## src/rtl/rau_pkg.sv

```systemverilog
package rau_pkg;

  // datapath width; products and quotients wrap at this many bits
  localparam int WIDTH = 32;
  localparam int CNT_W = $clog2(WIDTH);

  localparam logic [2:0] OP_ADD = 3'd0;
  localparam logic [2:0] OP_SUB = 3'd1;
  localparam logic [2:0] OP_MUL = 3'd2;
  localparam logic [2:0] OP_DIV = 3'd3;
  localparam logic [2:0] OP_RED = 3'd4;

  typedef struct packed {
    logic        [2:0]       op;
    logic signed [WIDTH-1:0] a_num;
    logic signed [WIDTH-1:0] a_den;
    logic signed [WIDTH-1:0] b_num;
    logic signed [WIDTH-1:0] b_den;
  } rau_in_t;

  typedef struct packed {
    logic signed [WIDTH-1:0] res_num;
    logic signed [WIDTH-1:0] res_den;
  } rau_out_t;

  // magnitude divider request / response
  typedef struct packed {
    logic             start;
    logic [WIDTH-1:0] dividend;
    logic [WIDTH-1:0] divisor;
  } div_req_t;

  typedef struct packed {
    logic             busy;
    logic             done;
    logic [WIDTH-1:0] quotient;
    logic [WIDTH-1:0] remainder;
  } div_rsp_t;

endpackage

```

## src/rtl/rau_div.sv

```systemverilog
// Unsigned restoring divider, one quotient bit per cycle.
module rau_div (
  input  logic              clk,
  input  logic              rst_n,
  input  rau_pkg::div_req_t req,
  output rau_pkg::div_rsp_t rsp
);

  logic                              busy_r;
  logic                              done_r;
  logic [rau_pkg::CNT_W-1:0]         cnt_r;
  logic [rau_pkg::WIDTH-1:0]         rem_r;
  logic [rau_pkg::WIDTH-1:0]         quo_r;
  logic [rau_pkg::WIDTH-1:0]         den_r;

  logic [rau_pkg::WIDTH:0]           trial;
  logic                              ge;
  logic [rau_pkg::WIDTH:0]           diff;

  assign trial = {rem_r, quo_r[rau_pkg::WIDTH-1]};
  assign ge    = (trial >= {1'b0, den_r});
  assign diff  = trial - {1'b0, den_r};

  always_ff @(posedge clk) begin
    if (!rst_n) begin
      busy_r <= 1'b0;
      done_r <= 1'b0;
      cnt_r  <= '0;
    end else begin
      done_r <= 1'b0;
      if (req.start) begin
        busy_r <= 1'b1;
        cnt_r  <= '0;
        rem_r  <= '0;
        quo_r  <= req.dividend;
        den_r  <= req.divisor;
      end else if (busy_r) begin
        // partial remainder stays below the divisor, so it fits WIDTH bits
        rem_r <= ge ? diff[rau_pkg::WIDTH-1:0] : trial[rau_pkg::WIDTH-1:0];
        quo_r <= {quo_r[rau_pkg::WIDTH-2:0], ge};
        cnt_r <= cnt_r + 1'b1;
        if (cnt_r == rau_pkg::CNT_W'(rau_pkg::WIDTH - 1)) begin
          busy_r <= 1'b0;
          done_r <= 1'b1;
        end
      end
    end
  end

  assign rsp.busy      = busy_r;
  assign rsp.done      = done_r;
  assign rsp.quotient  = quo_r;
  assign rsp.remainder = rem_r;

endmodule

```

## src/rtl/rational_arith_unit.sv

```systemverilog
// Sequence: add, subtract, multiply, divide take three multiplier passes, a combine
//   step and the output register. Reduce goes straight to the output when the gcd
//   is zero, else runs Euclid remainder steps on the divider, then two quotients.
// Flow: the sequencer works on one transaction at a time; the next is taken the cycle
//   after the result is registered; the bit-serial divider paces reduce.
// Reset: synchronous active-low rst_n returns to idle and drops out_valid.
module rational_arith_unit (
  input  logic             clk,
  input  logic             rst_n,
  input  logic             in_valid,
  output logic             in_stall,
  input  rau_pkg::rau_in_t in_data,
  output logic             out_valid,
  input  logic             out_stall,
  output rau_pkg::rau_out_t out_data
);

  typedef enum logic [2:0] {
    S_IDLE,  // waiting for a transaction
    S_MUL,   // three passes through the shared multiplier
    S_SUM,   // combine cross products
    S_GCD,   // Euclid loop head: test x, launch a remainder or the first quotient
    S_REM,   // wait for remainder y % x
    S_QN,    // wait for a_num / g
    S_QD,    // wait for a_den / g
    S_OUT    // hand result to the output register
  } state_t;

  state_t                      state_r;
  logic [2:0]                  op_r;
  logic [rau_pkg::WIDTH-1:0]   an_r, ad_r, bn_r, bd_r;
  logic [1:0]                  mcnt_r;
  logic [rau_pkg::WIDTH-1:0]   p0_r, p1_r, p2_r;
  // Euclid pair: loop runs while x != 0, gcd ends in y
  logic [rau_pkg::WIDTH-1:0]   x_r, y_r;
  logic [rau_pkg::WIDTH-1:0]   rn_r, rd_r;
  logic                        out_valid_r;
  rau_pkg::rau_out_t           out_data_r;

  logic [rau_pkg::WIDTH-1:0]   mul_a, mul_b, prod;
  rau_pkg::div_req_t           div_req;
  rau_pkg::div_rsp_t           div_rsp;
  logic [rau_pkg::WIDTH-1:0]   dsrc, vsrc;
  logic [rau_pkg::WIDTH-1:0]   rem_s, quo_n, quo_d;
  logic                        out_load;

  function automatic logic [rau_pkg::WIDTH-1:0] mag(input logic [rau_pkg::WIDTH-1:0] v);
    mag = v[rau_pkg::WIDTH-1] ? (~v + 1'b1) : v;
  endfunction

  assign in_stall  = (state_r != S_IDLE);
  assign out_valid = out_valid_r;
  assign out_data  = out_data_r;

  // result moves into the output register when it is empty or draining
  assign out_load  = (state_r == S_OUT) && (!out_valid_r || !out_stall);

  // ---------------------------------------------------------------------------
  // Shared multiplier. Only the low WIDTH bits of each product are kept, which
  // is the same for signed and unsigned operands.
  //   pass 0: an*bd (an*bn for multiply)
  //   pass 1: bn*ad (used by add / subtract only)
  //   pass 2: ad*bd (ad*bn for divide)
  // ---------------------------------------------------------------------------
  always_comb begin
    unique case (mcnt_r)
      2'd0: begin
        mul_a = an_r;
        mul_b = (op_r == rau_pkg::OP_MUL) ? bn_r : bd_r;
      end
      2'd1: begin
        mul_a = bn_r;
        mul_b = ad_r;
      end
      default: begin
        mul_a = ad_r;
        mul_b = (op_r == rau_pkg::OP_DIV) ? bn_r : bd_r;
      end
    endcase
  end

  assign prod = mul_a * mul_b;

  // ---------------------------------------------------------------------------
  // Divider requests. The divider works on magnitudes; signs are restored
  // here: a truncated remainder takes the dividend's sign, a truncated
  // quotient is negated when the operand signs differ. A most negative
  // dividend over minus one comes back as the same value through the wrap.
  // ---------------------------------------------------------------------------
  always_comb begin
    div_req.start = 1'b0;
    dsrc          = y_r;
    vsrc          = x_r;
    unique case (state_r)
      S_GCD: begin
        if (x_r == '0) begin
          // loop finished: g = y; divide only when g is nonzero
          dsrc          = an_r;
          vsrc          = y_r;
          div_req.start = (y_r != '0);
        end else begin
          div_req.start = 1'b1;
        end
      end
      S_QN: begin
        dsrc          = ad_r;
        vsrc          = y_r;
        div_req.start = div_rsp.done;
      end
      default: begin
      end
    endcase
    div_req.dividend = mag(dsrc);
    div_req.divisor  = mag(vsrc);
  end

  assign rem_s = y_r[rau_pkg::WIDTH-1] ? (~div_rsp.remainder + 1'b1) : div_rsp.remainder;
  assign quo_n = (an_r[rau_pkg::WIDTH-1] ^ y_r[rau_pkg::WIDTH-1]) ? (~div_rsp.quotient + 1'b1)
                                                                  : div_rsp.quotient;
  assign quo_d = (ad_r[rau_pkg::WIDTH-1] ^ y_r[rau_pkg::WIDTH-1]) ? (~div_rsp.quotient + 1'b1)
                                                                  : div_rsp.quotient;

  rau_div u_div (
    .clk   (clk),
    .rst_n (rst_n),
    .req   (div_req),
    .rsp   (div_rsp)
  );

  // ---------------------------------------------------------------------------
  // Sequencer and output register. The output register frees the sequencer:
  // a new transaction may be taken while the previous result is still
  // stalled, and S_OUT holds the next result until the register empties.
  // ---------------------------------------------------------------------------
  always_ff @(posedge clk) begin
    if (!rst_n) begin
      state_r     <= S_IDLE;
      out_valid_r <= 1'b0;
      mcnt_r      <= '0;
    end else begin
      if (out_load) begin
        out_valid_r <= 1'b1;
      end else if (out_valid_r && !out_stall) begin
        out_valid_r <= 1'b0;
      end
      unique case (state_r)
        S_IDLE: begin
          if (in_valid) begin
            op_r   <= in_data.op;
            an_r   <= in_data.a_num;
            ad_r   <= in_data.a_den;
            bn_r   <= in_data.b_num;
            bd_r   <= in_data.b_den;
            x_r    <= in_data.a_num;
            y_r    <= in_data.a_den;
            rn_r   <= in_data.a_num;
            rd_r   <= in_data.a_den;
            mcnt_r <= '0;
            if (in_data.op == rau_pkg::OP_RED) begin
              state_r <= S_GCD;
            end else if (in_data.op > rau_pkg::OP_RED) begin
              // unused codes pass the first fraction through
              state_r <= S_OUT;
            end else begin
              state_r <= S_MUL;
            end
          end
        end
        S_MUL: begin
          unique case (mcnt_r)
            2'd0:    p0_r <= prod;
            2'd1:    p1_r <= prod;
            default: p2_r <= prod;
          endcase
          mcnt_r <= mcnt_r + 1'b1;
          if (mcnt_r == 2'd2) begin
            state_r <= S_SUM;
          end
        end
        S_SUM: begin
          unique case (op_r)
            rau_pkg::OP_ADD: rn_r <= p0_r + p1_r;
            rau_pkg::OP_SUB: rn_r <= p0_r - p1_r;
            default:         rn_r <= p0_r;
          endcase
          rd_r    <= p2_r;
          state_r <= S_OUT;
        end
        S_GCD: begin
          if (x_r != '0) begin
            state_r <= S_REM;
          end else if (y_r != '0) begin
            state_r <= S_QN;
          end else begin
            // gcd zero: result stays a_num / a_den
            state_r <= S_OUT;
          end
        end
        S_REM: begin
          if (div_rsp.done) begin
            y_r     <= x_r;
            x_r     <= rem_s;
            state_r <= S_GCD;
          end
        end
        S_QN: begin
          if (div_rsp.done) begin
            rn_r    <= quo_n;
            state_r <= S_QD;
          end
        end
        S_QD: begin
          if (div_rsp.done) begin
            rd_r    <= quo_d;
            state_r <= S_OUT;
          end
        end
        S_OUT: begin
          if (out_load) begin
            out_data_r.res_num <= rn_r;
            out_data_r.res_den <= rd_r;
            state_r            <= S_IDLE;
          end
        end
        default: begin
          state_r <= S_IDLE;
        end
      endcase
    end
  end

`ifndef SYNTHESIS
  // divider is never relaunched mid-division
  a_div_no_restart: assert property (@(posedge clk) disable iff (!rst_n)
    div_req.start |-> !div_rsp.busy)
    else $error("divider started while busy");

  // divisor is never zero at launch
  a_div_nonzero: assert property (@(posedge clk) disable iff (!rst_n)
    div_req.start |-> (div_req.divisor != '0))
    else $error("divider started with zero divisor");

  // divider results arrive only where the sequencer waits for them
  a_div_done_state: assert property (@(posedge clk) disable iff (!rst_n)
    div_rsp.done |-> (state_r == S_REM || state_r == S_QN || state_r == S_QD))
    else $error("divider result outside a wait state");

  // an accepted transaction always leaves idle
  a_accept_leaves_idle: assert property (@(posedge clk) disable iff (!rst_n)
    (in_valid && !in_stall) |=> (state_r != S_IDLE))
    else $error("transaction accepted but sequencer idle");
`endif

endmodule

```

## config.mk

```make
export PLATFORM = sky130hd
export DESIGN_NAME = rational_arith_unit
export DESIGN_NICKNAME = d
export VERILOG_FILES = /design/src/rtl/rau_pkg.sv /design/src/rtl/rau_div.sv /design/src/rtl/rational_arith_unit.sv
export SDC_FILE = /design/constraint.sdc
export NUM_CORES = 2
export LEC_CHECK = 0
export BUFFER_PORTS_ARGS = -buffer_cell sky130_fd_sc_hd__buf_2
export CORE_MARGIN = 2
export CORE_UTILIZATION = 55
export CTS_CLUSTER_DIAMETER = 120
export DETAILED_ROUTE_END_ITERATION = 12
export GPL_TIMING_DRIVEN = 0
export PLACE_DENSITY = 0.71
export SYNTH_ARGS = -nofsm -noshare
export SYNTH_HDL_FRONTEND = slang
export SYNTH_SLANG_ARGS = --single-unit
```

## constraint.sdc

```tcl
create_clock -name clk -period 29.2 [get_ports clk]
set_input_delay 4.38 -clock clk [delete_from_list [all_inputs] [get_ports clk]]
set_output_delay 4.38 -clock clk [all_outputs]
set_load 0.01 [all_outputs]
```

After elaboration in Yosys (flattened, before gate mapping)
Index checks and enable logic that the tools add are counted.

Input port bits: 135. Register bits: 528. Word-level logic and storage cells: 147. Output and inout port bits: 66.

$mul: 1. Multiplexer cells: 49. Equal/unequal tests: 20. Bitwise gates (word level): 9. Reductions and logical operators: 33. Add/sub/neg operators: 9. Order comparisons: 2.

Operators by type and width (number): 32-bit 2-to-1 mux (18); 32-bit case mux with 2 select lines (7); 32-bit case mux with 3 select lines (2); 32-bit by 1-bit adder with 32-bit output (second input constant) (4); 32-bit NOT (4); 32-bit nonzero test (2); 32-bit subtractor (2); 33-bit by 32-bit greater-or-equal comparator with 1-bit output (1); 32-bit adder (1); 32-bit logical NOT (1); 32-bit by 32-bit multiplier with 32-bit output (1); 31-bit 2-to-1 mux (1); 3-bit 2-to-1 mux (8); 3-bit case mux with 8 select lines (1); 3-bit equality test (second input constant) (5); 3-bit AND reduction (5); 3-bit by 2-bit equality test with 1-bit output (second input constant) (4); 4-bit AND reduction (3); 3-bit nonzero test (3); 2-bit nonzero test (4); 1-bit 2-to-1 mux (7); 3-bit by 1-bit equality test with 1-bit output (second input constant) (2); 3-bit logical NOT (2); 2-bit 2-to-1 mux (3); 20 further kinds (32).

Longest topological paths before layout
Depth after elaboration: 7. Mapped depth: 36. Depth with buffers taken out: 32.

Hierarchy
From an unflattened synthesis, not the netlist that was laid out.

Cells, all modules: 4471. Area, all modules: 44410.1 um^2.

Modules (own cells, without submodules): rational_arith_unit (cells each 3934, times used 1, seq. area each 12702.2 um^2, area each 38527.0 um^2); rau_div (cells each 537, times used 1, seq. area each 3022.9 um^2, area each 5883.1 um^2).

Worst setup path after synthesis
No wires, ideal clock.

Path type: input port to flip-flop. From: in rst_n. To: reg ad_r[0] (netlist name), enable pin. Library setup time: 942 ps. Path buffers: 0. Arrival time: 16790 ps. Data required time: 28258 ps. Cell stages on the path: 2. Path slack: 11468 ps. Cells stage by stage: nand2b_1 -> nor4_1.

Cells in the longest elaborated chain, start to end: 1.

Ends and longest elaborated chain: start, declared (line rational_arith_unit.sv:9) `input logic rst_n,`; 3-bit AND reduction (no source line); end signal, assigned (line rational_arith_unit.sv:151) `ad_r <= in_data.a_den;`; end, declared (line rational_arith_unit.sv:31) `logic [rau_pkg::WIDTH-1:0] an_r, ad_r, bn_r, bd_r;`.

Every way passes these cells. A chain may end at the register's enable or synchronous reset.

Final worst setup path
From: reg mcnt_r[1]. To: reg p1_r[27] (netlist name) (data pin).

Cells in the longest elaborated chain, start to end: 3. Elaborated cells between the ends (all ways): 5. Those cells by class: mul: 1; eq/ne: 1; mux: 2; reduce/logical: 1.

Ends and longest elaborated chain: start, declared (line rational_arith_unit.sv:32) `logic [1:0] mcnt_r;`; start signal, assigned (line rational_arith_unit.sv:175) `mcnt_r <= mcnt_r + 1'b1;`; 2-bit by 1-bit equality test with 1-bit output or 2-bit logical NOT (tied branches) (line rational_arith_unit.sv:66) `unique case (mcnt_r)`; 32-bit case mux with 2 select lines (line rational_arith_unit.sv:66); 32-bit by 32-bit multiplier with 32-bit output * (line rational_arith_unit.sv:82) `assign prod = mul_a * mul_b;`; via prod, one bit (line rational_arith_unit.sv:40) `logic [rau_pkg::WIDTH-1:0] mul_a, mul_b, prod;`; end signal, assigned (line rational_arith_unit.sv:172) `2'd1: p1_r <= prod;`; end, declared (line rational_arith_unit.sv:33) `logic [rau_pkg::WIDTH-1:0] p0_r, p1_r, p2_r;`.

The timed path passes the listed nets; every way through them passes the cells marked *.

==> metrics.md <==
| Metric | Value |
|---|---|
| Area delta synth->final | `10.6%` |
| Most frequent cell after synthesis | `nor2_1` |
| Area leader, netlist | `edfxtp_1` |
| Num rows | `103` |
| Period minus WS final | `11.80 ns` |
| Core area | `between 70000 and 80000 um^2` |
| Routed WL | `166000 um` |
| Number of synthesized register bits | `roughly 530` |
| Cts hold-fix bufs | `0` |
| Vias in the first global route | `34900` |
| Worst min-delay path class | `reg2reg` |
| Die height | `roughly 290 um` |
| Cell Area, Synth | `between 40000 and 50000 um^2` |
| CTS tree | `done` |
| CTS sink cnt | `528` |
| Top-area cell type share of the netlist area | `between 30% and 40%` |
| CP max stage delay | `between 0.7 and 0.8 ns` |
| Via count | `between 30000 and 40000` |
| Fin nets | `between 5000 and 6000` |
| Crit share post-route | `between 40% and 50%` |
| Clock Latency Late Sink | `around 0.66 ns` |
| Fmax | `about 0.085 GHz` |
| Final setup violating endpoints | `0` |
| Clock skew | `~0.031 ns` |
| Hold WS | `a little over 0.4 ns` |
| DP HPWL | `133000 um` |
| Die area | `between 80000 and 90000 um^2` |
| Slew at the pin with the worst max-slew slack | `between 1.5 and 2 ns` |
| Synthesized area per cell | `just over 10 um^2` |
| Gpl congestion | `between 1 and 1.5` |
| Most common cell on crit path | `fa_1` |
| Number of max-cap violations | `3` |
| Design Area, Final | `a little under 50000 um^2` |
| Critical Path Start Type | `flop` |
| Setup TNS | `0 ns` |
| Post-synth EDFFs | `515` |
| Worst Path Required | `29.50 ns` |
| Final slew viol count | `31` |
| Io pins | `roughly 200` |
| Slew headroom | `-2.44%` |
| Starting density of the core | `approximately 56%` |
| Clock Tree Root | `clkbuf_16` |
| Cts repair resizes | `0` |
| Initial antenna violation count | `7` |
| Clock Path Buffers | `3` |
| Synth Instances | `around 4300` |
| Yosys cell types | `81` |
| Routed Antenna Nets | `0` |
| First DRT Iteration DRCs | `just under 5000` |
| # DRC | `0` |
| CTS Buf Count | `between 50 and 60` |
| Fraction of layout cells with a size suffix above 1 | `9.71%` |
| Synth cell count leaders | `530 x nor2_1, 515 x edfxtp_1, 473 x inv_1` |
| Drt via density | `between 6 and 7` |
| Largest cells by area after synthesis | `edfxtp_1 35%, fa_1 19%, ha_1 5.6%` |
| Fillers | `slightly below 7000` |
| GRT Residual Overflow | `0` |
| RSZ-0062 raised after global routing | `no` |
| Max FO, Critical Path | `10` |
| Ys async rst share | `0%` |
| Crit path max-delay cell type | `xnor2_1` |
| Total Routing Usage GR | `between 40% and 50%` |
| Hold Vio Cnt, Final | `0` |
| Syn Nets | `around 5100` |
| Routed len/inst | `~29 um` |
| Post-DP Area | `between 40000 and 50000 um^2` |
| First-pass GRT wire length | `approximately 240000 um` |
| Port-buffer cells | `200` |
| Synth warn | `0` |
| Die width | `approximately 290 um` |
| Setup Fix Bufs, Post-CTS | `0` |
| Status | `complete, but fails checks` |
| H-tree Lvls | `2` |
| Ys flop type | `edfxtp_1` |
| Sequential-to-total area share from yosys stat | `35.6%` |
| Arr. time, crit path | `between 10 and 15 ns` |
| Drt pass-1 iters | `7` |
| Worst setup EP type | `flop` |
| Pin count of the biggest net entering global routing | `35` |
| Clock slew at reported path FFs | `approximately 0.06 ns` |
| Failing checks | `capacitance limit, slew limit` |
| WS Path Type | `reg2reg` |
[per-stage QoR]
| stage | setup WS (ns) | cells | util [%] |
|---|---|---|---|
| 2_1_floorplan | 11.47 | 4349 | - |
| 3_3_place_gp | 4.69 | 5599 | 58.6 |
| 3_5_place_dp | 17.74 | 5633 | 59.2 |
| 4_1_cts | 17.63 | 5736 | 61.6 |
| 5_1_grt | 17.05 | 5736 | 61.6 |
| 6_report | 17.40 | 5740 | 61.6 |
[critical path: cells and delay by family, from the launching register on]
family | cells | cell delay [ns]
AO/OA/AOI/OAI | 10 | 2.25
XOR/XNOR | 1 | 0.78
adder cells (fa/ha/maj) | 10 | 3.93
buffers and inverters | 10 | 2.88
flip-flops | 1 | 0.36
AND/OR/NAND/NOR | 3 | 1.22
[per-layer routing]
| metal | track usage [%] | part of all wire (%) |
|---|---|---|
| met5 | 1.16 | 0.077 |
| met4 | 18.3 | 5.5 |
| met3 | 11.6 | 14 |
| met2 | 57.5 | 41 |
| met1 | 57.3 | 39 |
[cell type report]
| class | instances | area, um^2 | area share, % |
|---|---|---|---|
| buffer | 194 | 754 | 1.55 |
| inverter | 474 | 1780 | 3.64 |
| clock buffer | 68 | 1460 | 2.98 |
| clock inverter | 35 | 423 | 0.866 |
| sequential | 528 | 15700 | 32.2 |
| tap | 1050 | 1310 | 2.69 |
| multi-input combinational | 3153 | 26000 | 53.2 |
| timing repair buffer | 234 | 1400 | 2.87 |
| antenna | 4 | 10.0 | 0.0205 |
[final timing paths]
check	from	end	slack (ns)	cells after the start
worst max-delay path	mcnt_r[1]	p1_r[27]	17.40	34
worst min-delay path	rd_r[26]	out_data[26]	0.41	0
worst max register to register	mcnt_r[1]	p1_r[27]	17.40	34
worst min register to register	rd_r[26]	out_data[26]	0.41	0
[logic make-up (layout without fill, tap and decap cells)]
kind of cell | Yosys count | in the layout | share of synthesized area (%)
compound gates | 799 | 799 | 11.5
xor+xnor | 308 | 308 | 6.15
fa+ha+maj | 606 | 606 | 24.2
buf+inv | 668 | 1005 | 5.74
flops | 528 | 528 | 35.6
mux | 157 | 157 | 3.68
other cells | 0 | 4 | 0
simple gates | 1283 | 1283 | 13.1
[sequential cells by signal, summed over array words and instances (netlist names), 5 cells and up]
register,cells
p2_r,32
u_div.den_r,32
p1_r,32
p0_r,32
out_data,64
an_r,32
u_div.quo_r,32
bd_r,32
ad_r,32
rn_r,32
rd_r,32
u_div.rem_r,32
x_r,32
bn_r,32
u_div.cnt_r,5
y_r,32
[cell usage in the layout (no fill, tap or decap), types with 18 or more instances in the layout]
cell type	synthesis	routed
nand3_1	38	38
xnor2_1	156	156
mux2i_1	117	117
nor2b_1	21	21
nand2_1	384	384
clkbuf_1	163	174
mux2_2	40	40
a22oi_1	37	37
fa_1	410	410
or3_1	28	28
and2_1	25	25
nor4_1	25	24
buf_2	15	215
edfxtp_1	515	515
o21ai_0	202	202
inv_1	473	473
a21o_1	54	54
ha_1	196	196
a22o_1	41	41
nor3_1	56	55
o21a_1	19	18
clkbuf_16	0	56
xor2_1	151	151
nor2_1	530	525
a21oi_1	244	240
nand2b_1	50	50
or2_2	35	35
Power is left out: the tool's default activity adds up to more than one toggle a clock period on the data nets, which glitch-free logic cannot reach.
